[src/hdl/gc_pkg.sv]
// ----------------------------------------------------------------------------
// gc_pkg
// Shared types, codes and constants of the gesture classifier.
// ----------------------------------------------------------------------------
package gc_pkg;

   localparam int SAMPLE_W       = 16;
   localparam int TIME_W         = 48;
   localparam int GAP_W          = 24;
   localparam int SQ_W           = 31;  // one square of a 16-bit sample
   localparam int MAG_W          = 32;  // sum of three squares
   localparam int LEVEL_W        = 16;
   localparam int TILT_W         = 15;
   localparam int GESTURE_W      = 4;
   localparam int CSR_DATA_W     = 32;
   localparam int CSR_ADDR_W     = 5;
   localparam int REG_INDEX_W    = 3;

   localparam int SHAKE_MIN_SAMPLES_DEFAULT = 4;
   localparam int QUEUE_DEPTH_DEFAULT       = 2;

   localparam logic [LEVEL_W-1:0] FREEFALL_RESET = 16'd200;
   localparam logic [LEVEL_W-1:0] TAP_RESET      = 16'd1200;
   localparam logic [LEVEL_W-1:0] SHAKE_RESET    = 16'd800;
   localparam logic [TILT_W-1:0]  TILT_RESET     = 15'd300;
   localparam logic [LEVEL_W-1:0] FLIP_RESET     = 16'd800;
   localparam logic [GAP_W-1:0]   GAP_MIN_RESET  = 24'd100000;
   localparam logic [GAP_W-1:0]   GAP_MAX_RESET  = 24'd500000;

   localparam logic [MAG_W-1:0] FREEFALL_SQ_RESET = 32'(200 * 200);
   localparam logic [MAG_W-1:0] TAP_SQ_RESET      = 32'(1200 * 1200);
   localparam logic [MAG_W-1:0] SHAKE_SQ_RESET    = 32'(800 * 800);

   typedef enum logic [REG_INDEX_W-1:0] {
      REG_FREEFALL_LEVEL = 3'd0,
      REG_TAP_LEVEL      = 3'd1,
      REG_SHAKE_LEVEL    = 3'd2,
      REG_TILT_LEVEL     = 3'd3,
      REG_FLIP_LEVEL     = 3'd4,
      REG_TAP_GAP_MIN    = 3'd5,
      REG_TAP_GAP_MAX    = 3'd6
   } reg_index_type;

   typedef enum logic [GESTURE_W-1:0] {
      GEST_NONE    = 4'd0,
      GEST_FALL    = 4'd1,
      GEST_DOUBLE  = 4'd2,
      GEST_SHAKE   = 4'd3,
      GEST_RIGHT   = 4'd4,
      GEST_LEFT    = 4'd5,
      GEST_FORWARD = 4'd6,
      GEST_BACK    = 4'd7,
      GEST_FLIP    = 4'd8
   } gesture_type;

   // settings as the back end uses them
   typedef struct packed {
      logic [MAG_W-1:0]   freefall_sq;
      logic [MAG_W-1:0]   tap_sq;
      logic [MAG_W-1:0]   shake_sq;
      logic [TILT_W-1:0]  shake_half;
      logic [TILT_W-1:0]  tilt_level;
      logic [LEVEL_W-1:0] flip_level;
      logic [GAP_W-1:0]   gap_min;
      logic [GAP_W-1:0]   gap_max;
   } cfg_type;

   // one prepared sample, as it waits in the queue
   typedef struct packed {
      logic [SQ_W-1:0]     sq_x;
      logic [SQ_W-1:0]     sq_y;
      logic [SQ_W-1:0]     sq_z;
      logic [SAMPLE_W-1:0] x;
      logic [SAMPLE_W-1:0] y;
      logic [SAMPLE_W-1:0] z;
      logic [TIME_W-1:0]   time_us;
      logic [SAMPLE_W-1:0] x_jump;
      logic                shake_armed;
   } sample_type;

endpackage

[src/hdl/gc_csr.sv]
// ----------------------------------------------------------------------------
// gc_csr
// Register file on the APB-style port; keeps squared magnitude thresholds.
// ----------------------------------------------------------------------------
module gc_csr
   import gc_pkg::*;
(
   input  logic                  clock,
   input  logic                  reset,
   input  logic                  psel,
   input  logic                  penable,
   input  logic                  pwrite,
   input  logic [CSR_ADDR_W-1:0] paddr,
   input  logic [CSR_DATA_W-1:0] pwdata,
   output logic [CSR_DATA_W-1:0] prdata,
   output logic                  pready,
   output cfg_type               cfg
);

   logic [LEVEL_W-1:0] freefall_ff;
   logic [LEVEL_W-1:0] tap_ff;
   logic [LEVEL_W-1:0] shake_ff;
   logic [TILT_W-1:0]  tilt_ff;
   logic [LEVEL_W-1:0] flip_ff;
   logic [GAP_W-1:0]   gap_min_ff;
   logic [GAP_W-1:0]   gap_max_ff;
   logic [MAG_W-1:0]   freefall_sq_ff;
   logic [MAG_W-1:0]   tap_sq_ff;
   logic [MAG_W-1:0]   shake_sq_ff;
   logic               write_en;
   reg_index_type      index;

   assign pready   = 1'b1;
   assign write_en = psel && penable && pwrite;
   assign index    = reg_index_type'(paddr[REG_INDEX_W+1:2]);

   always_ff @(posedge clock) begin
      if (reset) begin
         freefall_ff <= FREEFALL_RESET;
         tap_ff      <= TAP_RESET;
         shake_ff    <= SHAKE_RESET;
         tilt_ff     <= TILT_RESET;
         flip_ff     <= FLIP_RESET;
         gap_min_ff  <= GAP_MIN_RESET;
         gap_max_ff  <= GAP_MAX_RESET;
      end else if (write_en) begin
         case (index)
            REG_FREEFALL_LEVEL: freefall_ff <= pwdata[LEVEL_W-1:0];
            REG_TAP_LEVEL:      tap_ff      <= pwdata[LEVEL_W-1:0];
            REG_SHAKE_LEVEL:    shake_ff    <= pwdata[LEVEL_W-1:0];
            REG_TILT_LEVEL:     tilt_ff     <= pwdata[TILT_W-1:0];
            REG_FLIP_LEVEL:     flip_ff     <= pwdata[LEVEL_W-1:0];
            REG_TAP_GAP_MIN:    gap_min_ff  <= pwdata[GAP_W-1:0];
            REG_TAP_GAP_MAX:    gap_max_ff  <= pwdata[GAP_W-1:0];
            default: ;
         endcase
      end
   end

   // squares follow the levels in the next cycle
   always_ff @(posedge clock) begin
      if (reset) begin
         freefall_sq_ff <= FREEFALL_SQ_RESET;
         tap_sq_ff      <= TAP_SQ_RESET;
         shake_sq_ff    <= SHAKE_SQ_RESET;
      end else begin
         freefall_sq_ff <= MAG_W'(freefall_ff) * MAG_W'(freefall_ff);
         tap_sq_ff      <= MAG_W'(tap_ff) * MAG_W'(tap_ff);
         shake_sq_ff    <= MAG_W'(shake_ff) * MAG_W'(shake_ff);
      end
   end

   always_comb begin
      prdata = '0;
      case (index)
         REG_FREEFALL_LEVEL: prdata = CSR_DATA_W'(freefall_ff);
         REG_TAP_LEVEL:      prdata = CSR_DATA_W'(tap_ff);
         REG_SHAKE_LEVEL:    prdata = CSR_DATA_W'(shake_ff);
         REG_TILT_LEVEL:     prdata = CSR_DATA_W'(tilt_ff);
         REG_FLIP_LEVEL:     prdata = CSR_DATA_W'(flip_ff);
         REG_TAP_GAP_MIN:    prdata = CSR_DATA_W'(gap_min_ff);
         REG_TAP_GAP_MAX:    prdata = CSR_DATA_W'(gap_max_ff);
         default:            prdata = '0;
      endcase
   end

   assign cfg.freefall_sq = freefall_sq_ff;
   assign cfg.tap_sq      = tap_sq_ff;
   assign cfg.shake_sq    = shake_sq_ff;
   assign cfg.shake_half  = shake_ff[LEVEL_W-1:1];
   assign cfg.tilt_level  = tilt_ff;
   assign cfg.flip_level  = flip_ff;
   assign cfg.gap_min     = gap_min_ff;
   assign cfg.gap_max     = gap_max_ff;

endmodule

[src/hdl/gc_front.sv]
// ----------------------------------------------------------------------------
// gc_front
// Takes samples in, squares the axes and tracks the previous x and the
// sample count that only depend on arrival order.
// ----------------------------------------------------------------------------
module gc_front
   import gc_pkg::*;
#(
   parameter int SHAKE_MIN_SAMPLES = SHAKE_MIN_SAMPLES_DEFAULT
)
(
   input  logic                clock,
   input  logic                reset,
   input  logic                req_valid,
   output logic                req_ready,
   input  logic [SAMPLE_W-1:0] req_accel_x,
   input  logic [SAMPLE_W-1:0] req_accel_y,
   input  logic [SAMPLE_W-1:0] req_accel_z,
   input  logic [TIME_W-1:0]   req_time_us,
   output logic                push_valid,
   input  logic                push_ready,
   output sample_type          push_data
);

   localparam int SEEN_W = $clog2(SHAKE_MIN_SAMPLES + 1);
   localparam logic [SEEN_W-1:0] SEEN_MAX = SEEN_W'(SHAKE_MIN_SAMPLES);

   logic [SAMPLE_W-1:0] prev_x_ff;
   logic [SAMPLE_W-1:0] prev_x_in;
   logic [SEEN_W-1:0]   seen_ff;
   logic [SEEN_W-1:0]   seen_in;
   logic                accept;
   logic signed [MAG_W-1:0]    prod_x;
   logic signed [MAG_W-1:0]    prod_y;
   logic signed [MAG_W-1:0]    prod_z;
   logic signed [SAMPLE_W:0]   diff_x;
   logic signed [SAMPLE_W:0]   abs_x;

   assign req_ready  = push_ready;
   assign push_valid = req_valid;
   assign accept     = req_valid && push_ready;

   assign prod_x = MAG_W'($signed(req_accel_x)) * MAG_W'($signed(req_accel_x));
   assign prod_y = MAG_W'($signed(req_accel_y)) * MAG_W'($signed(req_accel_y));
   assign prod_z = MAG_W'($signed(req_accel_z)) * MAG_W'($signed(req_accel_z));

   assign diff_x = (SAMPLE_W+1)'($signed(req_accel_x)) - (SAMPLE_W+1)'($signed(prev_x_ff));
   assign abs_x  = diff_x[SAMPLE_W] ? -diff_x : diff_x;

   // count saturates; this sample is included
   assign seen_in   = (seen_ff < SEEN_MAX) ? seen_ff + 1'b1 : seen_ff;
   assign prev_x_in = req_accel_x;

   always_ff @(posedge clock) begin
      if (reset) begin
         seen_ff   <= '0;
         prev_x_ff <= '0;
      end else if (accept) begin
         seen_ff   <= seen_in;
         prev_x_ff <= prev_x_in;
      end
   end

   assign push_data.sq_x        = prod_x[SQ_W-1:0];
   assign push_data.sq_y        = prod_y[SQ_W-1:0];
   assign push_data.sq_z        = prod_z[SQ_W-1:0];
   assign push_data.x           = req_accel_x;
   assign push_data.y           = req_accel_y;
   assign push_data.z           = req_accel_z;
   assign push_data.time_us     = req_time_us;
   assign push_data.x_jump      = abs_x[SAMPLE_W-1:0];
   assign push_data.shake_armed = (seen_in >= SEEN_MAX);

endmodule

[src/hdl/gc_queue.sv]
// ----------------------------------------------------------------------------
// gc_queue
// Short register FIFO of prepared samples between front and back.
// ----------------------------------------------------------------------------
module gc_queue
   import gc_pkg::*;
#(
   parameter int DEPTH = QUEUE_DEPTH_DEFAULT
)
(
   input  logic       clock,
   input  logic       reset,
   input  logic       push_valid,
   output logic       push_ready,
   input  sample_type push_data,
   output logic       pop_valid,
   input  logic       pop_ready,
   output sample_type pop_data
);

   localparam int PTR_W = $clog2(DEPTH);
   localparam int CNT_W = $clog2(DEPTH + 1);
   localparam logic [PTR_W-1:0] PTR_LAST = PTR_W'(DEPTH - 1);
   localparam logic [CNT_W-1:0] CNT_FULL = CNT_W'(DEPTH);

   sample_type       slot_ff [DEPTH];
   logic [PTR_W-1:0] wr_ptr_ff;
   logic [PTR_W-1:0] rd_ptr_ff;
   logic [CNT_W-1:0] count_ff;
   logic [CNT_W-1:0] count_in;
   logic             push;
   logic             pop;

   assign push_ready = (count_ff != CNT_FULL);
   assign pop_valid  = (count_ff != '0);
   assign push       = push_valid && push_ready;
   assign pop        = pop_valid && pop_ready;
   assign pop_data   = slot_ff[rd_ptr_ff];

   always_comb begin
      count_in = count_ff;
      if (push && !pop) begin
         count_in = count_ff + 1'b1;
      end else if (pop && !push) begin
         count_in = count_ff - 1'b1;
      end
   end

   always_ff @(posedge clock) begin
      if (reset) begin
         wr_ptr_ff <= '0;
         rd_ptr_ff <= '0;
         count_ff  <= '0;
      end else begin
         count_ff <= count_in;
         if (push) begin
            wr_ptr_ff <= (wr_ptr_ff == PTR_LAST) ? '0 : wr_ptr_ff + 1'b1;
         end
         if (pop) begin
            rd_ptr_ff <= (rd_ptr_ff == PTR_LAST) ? '0 : rd_ptr_ff + 1'b1;
         end
      end
   end

   always_ff @(posedge clock) begin
      if (push) begin
         slot_ff[wr_ptr_ff] <= push_data;
      end
   end

endmodule

[src/hdl/gc_back.sv]
// ----------------------------------------------------------------------------
// gc_back
// Classifies one prepared sample per cycle unless the output is stalled,
// keeps the pending-tap state and holds the gesture in the output register.
// ----------------------------------------------------------------------------
module gc_back
   import gc_pkg::*;
(
   input  logic                 clock,
   input  logic                 reset,
   input  cfg_type              cfg,
   input  logic                 pop_valid,
   output logic                 pop_ready,
   input  sample_type           pop_data,
   output logic                 rsp_valid,
   input  logic                 rsp_ready,
   output logic [GESTURE_W-1:0] rsp_gesture
);

   logic [TIME_W-1:0] tap_time_ff;
   logic [TIME_W-1:0] tap_time_in;
   logic              tap_waiting_ff;
   logic              tap_waiting_in;
   logic              rsp_valid_ff;
   gesture_type       gesture_ff;
   gesture_type       gesture_in;
   logic              pop;

   logic [MAG_W-1:0]         mag2;
   logic                     is_fall;
   logic                     is_loud;
   logic [TIME_W:0]          gap;
   logic                     in_window;
   logic                     is_double;
   logic                     is_shake;
   logic signed [SAMPLE_W:0] x_ext;
   logic signed [SAMPLE_W:0] y_ext;
   logic signed [SAMPLE_W:0] z_ext;
   logic signed [SAMPLE_W:0] tilt_pos;
   logic signed [SAMPLE_W:0] tilt_neg;
   logic signed [SAMPLE_W:0] flip_neg;

   assign pop_ready = !rsp_valid_ff || rsp_ready;
   assign pop       = pop_valid && pop_ready;

   assign mag2 = MAG_W'(pop_data.sq_x) + MAG_W'(pop_data.sq_y) + MAG_W'(pop_data.sq_z);
   assign is_fall = (mag2 < cfg.freefall_sq);
   assign is_loud = (mag2 > cfg.tap_sq);

   // borrow out means time ran backwards
   assign gap = {1'b0, pop_data.time_us} - {1'b0, tap_time_ff};
   assign in_window = tap_waiting_ff && !gap[TIME_W]
                      && (gap[TIME_W-1:0] >= TIME_W'(cfg.gap_min))
                      && (gap[TIME_W-1:0] <= TIME_W'(cfg.gap_max));

   assign is_double = is_loud && in_window;
   assign is_shake  = (mag2 > cfg.shake_sq) && pop_data.shake_armed
                      && (pop_data.x_jump > SAMPLE_W'(cfg.shake_half));

   assign x_ext    = (SAMPLE_W+1)'($signed(pop_data.x));
   assign y_ext    = (SAMPLE_W+1)'($signed(pop_data.y));
   assign z_ext    = (SAMPLE_W+1)'($signed(pop_data.z));
   assign tilt_pos = $signed({2'b00, cfg.tilt_level});
   assign tilt_neg = -tilt_pos;
   assign flip_neg = -$signed({1'b0, cfg.flip_level});

   always_comb begin
      if (is_fall) begin
         gesture_in = GEST_FALL;
      end else if (is_double) begin
         gesture_in = GEST_DOUBLE;
      end else if (is_shake) begin
         gesture_in = GEST_SHAKE;
      end else if (x_ext > tilt_pos) begin
         gesture_in = GEST_RIGHT;
      end else if (x_ext < tilt_neg) begin
         gesture_in = GEST_LEFT;
      end else if (y_ext > tilt_pos) begin
         gesture_in = GEST_FORWARD;
      end else if (y_ext < tilt_neg) begin
         gesture_in = GEST_BACK;
      end else if (z_ext < flip_neg) begin
         gesture_in = GEST_FLIP;
      end else begin
         gesture_in = GEST_NONE;
      end
   end

   // no tap bookkeeping on a free-fall item
   always_comb begin
      tap_time_in    = tap_time_ff;
      tap_waiting_in = tap_waiting_ff;
      if (!is_fall && is_loud) begin
         if (in_window) begin
            tap_time_in    = '0;
            tap_waiting_in = 1'b0;
         end else begin
            tap_time_in    = pop_data.time_us;
            tap_waiting_in = 1'b1;
         end
      end
   end

   always_ff @(posedge clock) begin
      if (reset) begin
         tap_time_ff    <= '0;
         tap_waiting_ff <= 1'b0;
         rsp_valid_ff   <= 1'b0;
      end else begin
         if (pop) begin
            tap_time_ff    <= tap_time_in;
            tap_waiting_ff <= tap_waiting_in;
            rsp_valid_ff   <= 1'b1;
         end else if (rsp_ready) begin
            rsp_valid_ff   <= 1'b0;
         end
      end
   end

   always_ff @(posedge clock) begin
      if (pop) begin
         gesture_ff <= gesture_in;
      end
   end

   assign rsp_valid   = rsp_valid_ff;
   assign rsp_gesture = gesture_ff;

endmodule

[src/hdl/imu_gesture_classifier.sv]
// ----------------------------------------------------------------------------
// imu_gesture_classifier
// Accelerometer gesture classifier: one gesture code per timestamped sample.
// ----------------------------------------------------------------------------
// The block takes one sample per clock while the queue has room and gives
// one gesture code per sample, in order. A sample's code passes through the
// queue and then the output register before it is valid on the result
// channel: the front squares the three axes on the way into a two-entry
// queue, and the back sums the squares, runs the priority rules and updates
// the pending-tap state as the output register loads. Pending-tap state
// lives in the back and is read and written as the back takes a sample,
// so every sample can follow the one before. When the result channel
// stalls, the output register and the queue hold three samples, after which
// the input is held off. Write the registers only while no sample is in
// flight; a write takes effect for samples accepted from the cycle after it.
module imu_gesture_classifier
   import gc_pkg::*;
#(
   parameter int SHAKE_MIN_SAMPLES = SHAKE_MIN_SAMPLES_DEFAULT,
   parameter int QUEUE_DEPTH       = QUEUE_DEPTH_DEFAULT
)
(
   input  logic                  clock,
   input  logic                  reset,
   input  logic                  req_valid,
   output logic                  req_ready,
   input  logic [SAMPLE_W-1:0]   req_accel_x,
   input  logic [SAMPLE_W-1:0]   req_accel_y,
   input  logic [SAMPLE_W-1:0]   req_accel_z,
   input  logic [TIME_W-1:0]     req_time_us,
   output logic                  rsp_valid,
   input  logic                  rsp_ready,
   output logic [GESTURE_W-1:0]  rsp_gesture,
   input  logic                  psel,
   input  logic                  penable,
   input  logic                  pwrite,
   input  logic [CSR_ADDR_W-1:0] paddr,
   input  logic [CSR_DATA_W-1:0] pwdata,
   output logic [CSR_DATA_W-1:0] prdata,
   output logic                  pready
);

   cfg_type    cfg;
   logic       push_valid;
   logic       push_ready;
   sample_type push_data;
   logic       pop_valid;
   logic       pop_ready;
   sample_type pop_data;

   gc_csr u_csr (
      .clock   (clock),
      .reset   (reset),
      .psel    (psel),
      .penable (penable),
      .pwrite  (pwrite),
      .paddr   (paddr),
      .pwdata  (pwdata),
      .prdata  (prdata),
      .pready  (pready),
      .cfg     (cfg)
   );

   gc_front #(
      .SHAKE_MIN_SAMPLES (SHAKE_MIN_SAMPLES)
   ) u_front (
      .clock       (clock),
      .reset       (reset),
      .req_valid   (req_valid),
      .req_ready   (req_ready),
      .req_accel_x (req_accel_x),
      .req_accel_y (req_accel_y),
      .req_accel_z (req_accel_z),
      .req_time_us (req_time_us),
      .push_valid  (push_valid),
      .push_ready  (push_ready),
      .push_data   (push_data)
   );

   gc_queue #(
      .DEPTH (QUEUE_DEPTH)
   ) u_queue (
      .clock      (clock),
      .reset      (reset),
      .push_valid (push_valid),
      .push_ready (push_ready),
      .push_data  (push_data),
      .pop_valid  (pop_valid),
      .pop_ready  (pop_ready),
      .pop_data   (pop_data)
   );

   gc_back u_back (
      .clock       (clock),
      .reset       (reset),
      .cfg         (cfg),
      .pop_valid   (pop_valid),
      .pop_ready   (pop_ready),
      .pop_data    (pop_data),
      .rsp_valid   (rsp_valid),
      .rsp_ready   (rsp_ready),
      .rsp_gesture (rsp_gesture)
   );

   // an accepted item is waiting in the queue on the next cycle
   a_accept_queued: assert property (@(posedge clock) disable iff (reset)
      (req_valid && req_ready) |=> pop_valid)
      else $error("accepted item not in queue");

   // every item taken by the back shows up on the result channel
   a_pop_result: assert property (@(posedge clock) disable iff (reset)
      (pop_valid && pop_ready) |=> rsp_valid)
      else $error("popped item gave no result");

   // queue only refuses items while a result is held on the result channel
   a_full_stalled: assert property (@(posedge clock) disable iff (reset)
      !req_ready |-> (rsp_valid && pop_valid))
      else $error("queue full without a stall");

   a_code_range: assert property (@(posedge clock) disable iff (reset)
      rsp_valid |-> (rsp_gesture <= GEST_FLIP))
      else $error("gesture code out of range");

endmodule

[config.mk]
export PLATFORM = sky130hd
export DESIGN_NAME = imu_gesture_classifier
export DESIGN_NICKNAME = d
export VERILOG_FILES = /design/src/hdl/gc_pkg.sv /design/src/hdl/gc_csr.sv /design/src/hdl/gc_front.sv /design/src/hdl/gc_queue.sv /design/src/hdl/gc_back.sv /design/src/hdl/imu_gesture_classifier.sv
export SDC_FILE = /design/constraint.sdc
export NUM_CORES = 2
export LEC_CHECK = 0
export BUFFER_PORTS_ARGS = -buffer_cell sky130_fd_sc_hd__clkbuf_2
export CAP_MARGIN = 40
export CORE_ASPECT_RATIO = 1.25
export CORE_MARGIN = 4
export CORE_UTILIZATION = 55
export CTS_CLUSTER_DIAMETER = 100
export DETAILED_ROUTE_END_ITERATION = 10
export PLACE_DENSITY = 0.74
export SETUP_SLACK_MARGIN = 0.15
export SLEW_MARGIN = 20
export SYNTH_ARGS = -nofsm -noshare
export SYNTH_HDL_FRONTEND = slang
export SYNTH_SLANG_ARGS = --single-unit
export TNS_END_PERCENT = 30
[constraint.sdc]
create_clock -name clock -period 9.7 [get_ports clock]
set_input_delay 0 -clock clock [delete_from_list [all_inputs] [get_ports clock]]
set_output_delay 0 -clock clock [all_outputs]
set_load 0.005 [all_outputs]
==> impl_metrics.tcl <==
set metrics [dict create \
    die_area_mm2 0.1596 \
    ys_seq_area_share_pct 21.37 \
    syn_inst 8752 \
    cts_tree "built" \
    htree_num_levels 3 \
    cts_buffers 74 \
    coreArea_mm2 0.1521 \
    grt_max_degree 138 \
    cap_violations 0 \
    rsz0062_at_grt "false" \
    cts_resized 0 \
    nets 11178 \
    cts_buffer_depth 3 \
    fillers 12502 \
    slew_viol_final 0 \
    period_minus_slack_ns 8.063 \
    overflow 0 \
    drt_first_pass_iters 6 \
    mostFrequentLayoutCells "1,912 x inv_1, 1,231 x fa_1, 876 x ha_1, 848 x nand2_1, 432 x nor2_1" \
    synth_warnings 0 \
    fin_crit_sh_pct 83.12 \
    finalWirelength_um 220900 \
    synth.avg_cell_area_um2 9.631 \
    grt_pass1_vias 66344 \
    clock_skew_ns 0.04467 \
    place_inst 10738 \
    fin_setup_tns_ns 0 \
    outcome "completed" \
    rows 160 \
    async_reset_ff_share_pct 0 \
    final_cells 11016 \
    synth_cell_types 82 \
    wl_per_cell_um 20.06 \
    max_freq_ghz 0.1240 \
    critical_path_arrival_ns 8.68 \
    synth_area_leaders "fa_1 29%, edfxtp_1 14%, ha_1 13%" \
    synth_edf_count 404 \
    slew-limit-headroom_pct 35.12 \
    start_kind "flop" \
    setup_viol_count_final 0 \
    gp_congestion 0.9319 \
    min_path_type "input pin to flop" \
    grt_usage_pct 28.24 \
    worst_pin_slew_ns 0.9733 \
    hold_violations 0 \
    synth-main-ff-cell "edfxtp_1" \
    initial_core_util_pct 55.40 \
    yosysTopAreaCell "fa_1" \
    synth_top_area_share_pct 29.24 \
    antenna_found_initial 6 \
    cts-root-buf "clkbuf_16" \
    r2r_slack_ns 1.64 \
    viasPerCell 5.612 \
    final_common_cell "inv_1" \
    grt_pass1_wl_um 352600 \
    cp-end-kind "flop" \
    worst_hold_slack_ns 0.05059 \
    port_buffers 159 \
    clock_latency_ns 0.70 \
    clkTransAtPathRegs_ns 0.06 \
    critPathKind "flop to flop" \
    pin_count 179 \
    drc 0 \
    die_w_um 358.2 \
    dp_hpwl_um 175100 \
    drtIter0Drc 4051 \
    area_growth_pct 8.470 \
    cp.required_ns 10.32 \
    die_height_um 445.7 \
    via_count 61824 \
    ys_ff_latch 698 \
    numClockSinks 698 \
    postRouteAntennaNets 0 \
    drive_above_1_share_pct 7.030 \
    crit_fanout 56 \
    syn_area_mm2 0.08429 \
]
## sequential cells by signal, summed over array words and instances, names as in the netlist, 4 cells and up, named ones only
| register | cells |
|---|---|
| u_queue.slot_ff | 400 |
| u_back.tap_time_ff | 48 |
| u_csr.freefall_sq_ff | 31 |
| u_csr.shake_sq_ff | 31 |
| u_csr.tap_sq_ff | 31 |
| u_csr.gap_max_ff | 24 |
| u_csr.gap_min_ff | 24 |
| u_csr.flip_ff | 16 |
| u_csr.freefall_ff | 16 |
| u_csr.shake_ff | 16 |
| u_csr.tap_ff | 16 |
| u_front.prev_x_ff | 16 |
| u_csr.tilt_ff | 15 |
| u_back.rsp_gesture | 4 |
## synth_stat cells, drive strengths merged (8+ instances only)
library cell and instances:
a211o 15, buf 34, xnor2 228, nor4 19
nand2b 65, a21oi 376, xor2 95, clkbuf 244
mux2 205, nor2b 73, ha 876, nand3 133
a31oi 23, a31o 10, clkinv 8, nand4 50
a22oi 18, nor3b 8, o221ai 12, nor3 92
fa 1231, nor2 435, a221oi 11, a211oi 33
and2 251, a2111oi 10, o211ai 54, o21ai 157
or3 26, nand2 848, a21o 138, a32oi 48
or4 12, o21bai 34, or2 24, o31ai 11
inv 1918, dfxtp 294, and3 45, o21a 49
edfxtp 404, mux2i 29
## worst max-delay path, stage by stage (launching register included)
cell       delay (ns)
dfxtp_4          0.43
buf_16           0.27
mux2_2           0.39
fa_1             0.48
ha_1             0.36
a211oi_1         0.26
nor2_1           0.11
or2_2            0.32
or4_1            0.46
o2111ai_1        0.29
a31oi_1          0.19
o31a_1           0.33
or2_2            0.30
o31ai_1          0.25
xnor2_1          0.23
ha_1             0.36
nand3_1          0.13
or3_1            0.40
o211ai_1         0.11
a21oi_1          0.08
o31ai_1          0.61
nand4_1          0.35
nor2_4           0.64
buf_12           0.32
a32oi_1          0.14
nand2_1          0.11
## cells by family (layout without fill, tap and decap cells)
family	after synthesis	after routing	share of synthesized area, %
buffers and inverters	2204	2432	9.872
adder cells (fa/ha/maj)	2107	2107	42.24
AND/OR/NAND/NOR	2103	2103	11.57
AO/OA/AOI/OAI	1074	1074	8.305
flip-flops	698	698	21.37
XOR/XNOR	323	323	3.356
multiplexers	241	241	3.270
other	2	13	0.008909
## final cells by class
class / count / area, um2 / area share [%]
Sequential cell: 698 / 18020 / 19.71
Clock inverter: 51 / 698.2 / 0.7636
Timing Repair Buffer: 371 / 2977 / 3.256
Tap cell: 2025 / 2534 / 2.771
Clock buffer: 84 / 1921 / 2.101
Antenna cell: 1 / 2.502 / 0.002737
Inverter: 1926 / 7229 / 7.907
Multi-Input combinational cell: 5860 / 58050 / 63.49
## metrics by stage
| step | cell area (um2) | util, % | setup WS (ns) |
|---|---|---|---|
| after floorplan | 84330 | - | 2.417 |
| after global placement | 87100 | 57.25 | 1.688 |
| after detailed placement | 87290 | 57.37 | 1.566 |
| after CTS | 91240 | 59.97 | 1.493 |
| after global routing | 91430 | 60.10 | 1.245 |
| final | 91430 | 60.10 | 1.637 |
## metal layers
| layer | wire length, um | global-route usage (%) | vias to the layer above |
|---|---|---|---|
| met4 | 12940 | 14.27 | 4 |
| met1 | 82750 | 33.91 | 30958 |
| met2 | 112800 | 50.09 | 2034 |
| met3 | 12430 | 3.144 | 606 |
| li1 | - | - | 28222 |
| met5 | 23 | 0 | - |
## final timing paths
check,cells past startpoint,end,from
worst max register to register,25,u_back.tap_time_ff[34],flop
worst max-delay path,25,u_back.tap_time_ff[34],flop
worst min register to register,2,u_front.prev_x_ff[9],u_front.prev_x_ff[9]
worst min-delay path,2,u_queue.slot_ff[0][54],req_time_us[37]
## repair_timing
action / 4_1_cts / 5_1_grt
buffers inserted: 0 / 0
hold buffers: 133 / 0
endpoints found under the hold margin: 368 / 0
Power is left out: the tool's default activity adds up to more than one toggle a clock period on the data nets, which glitch-free logic cannot reach.
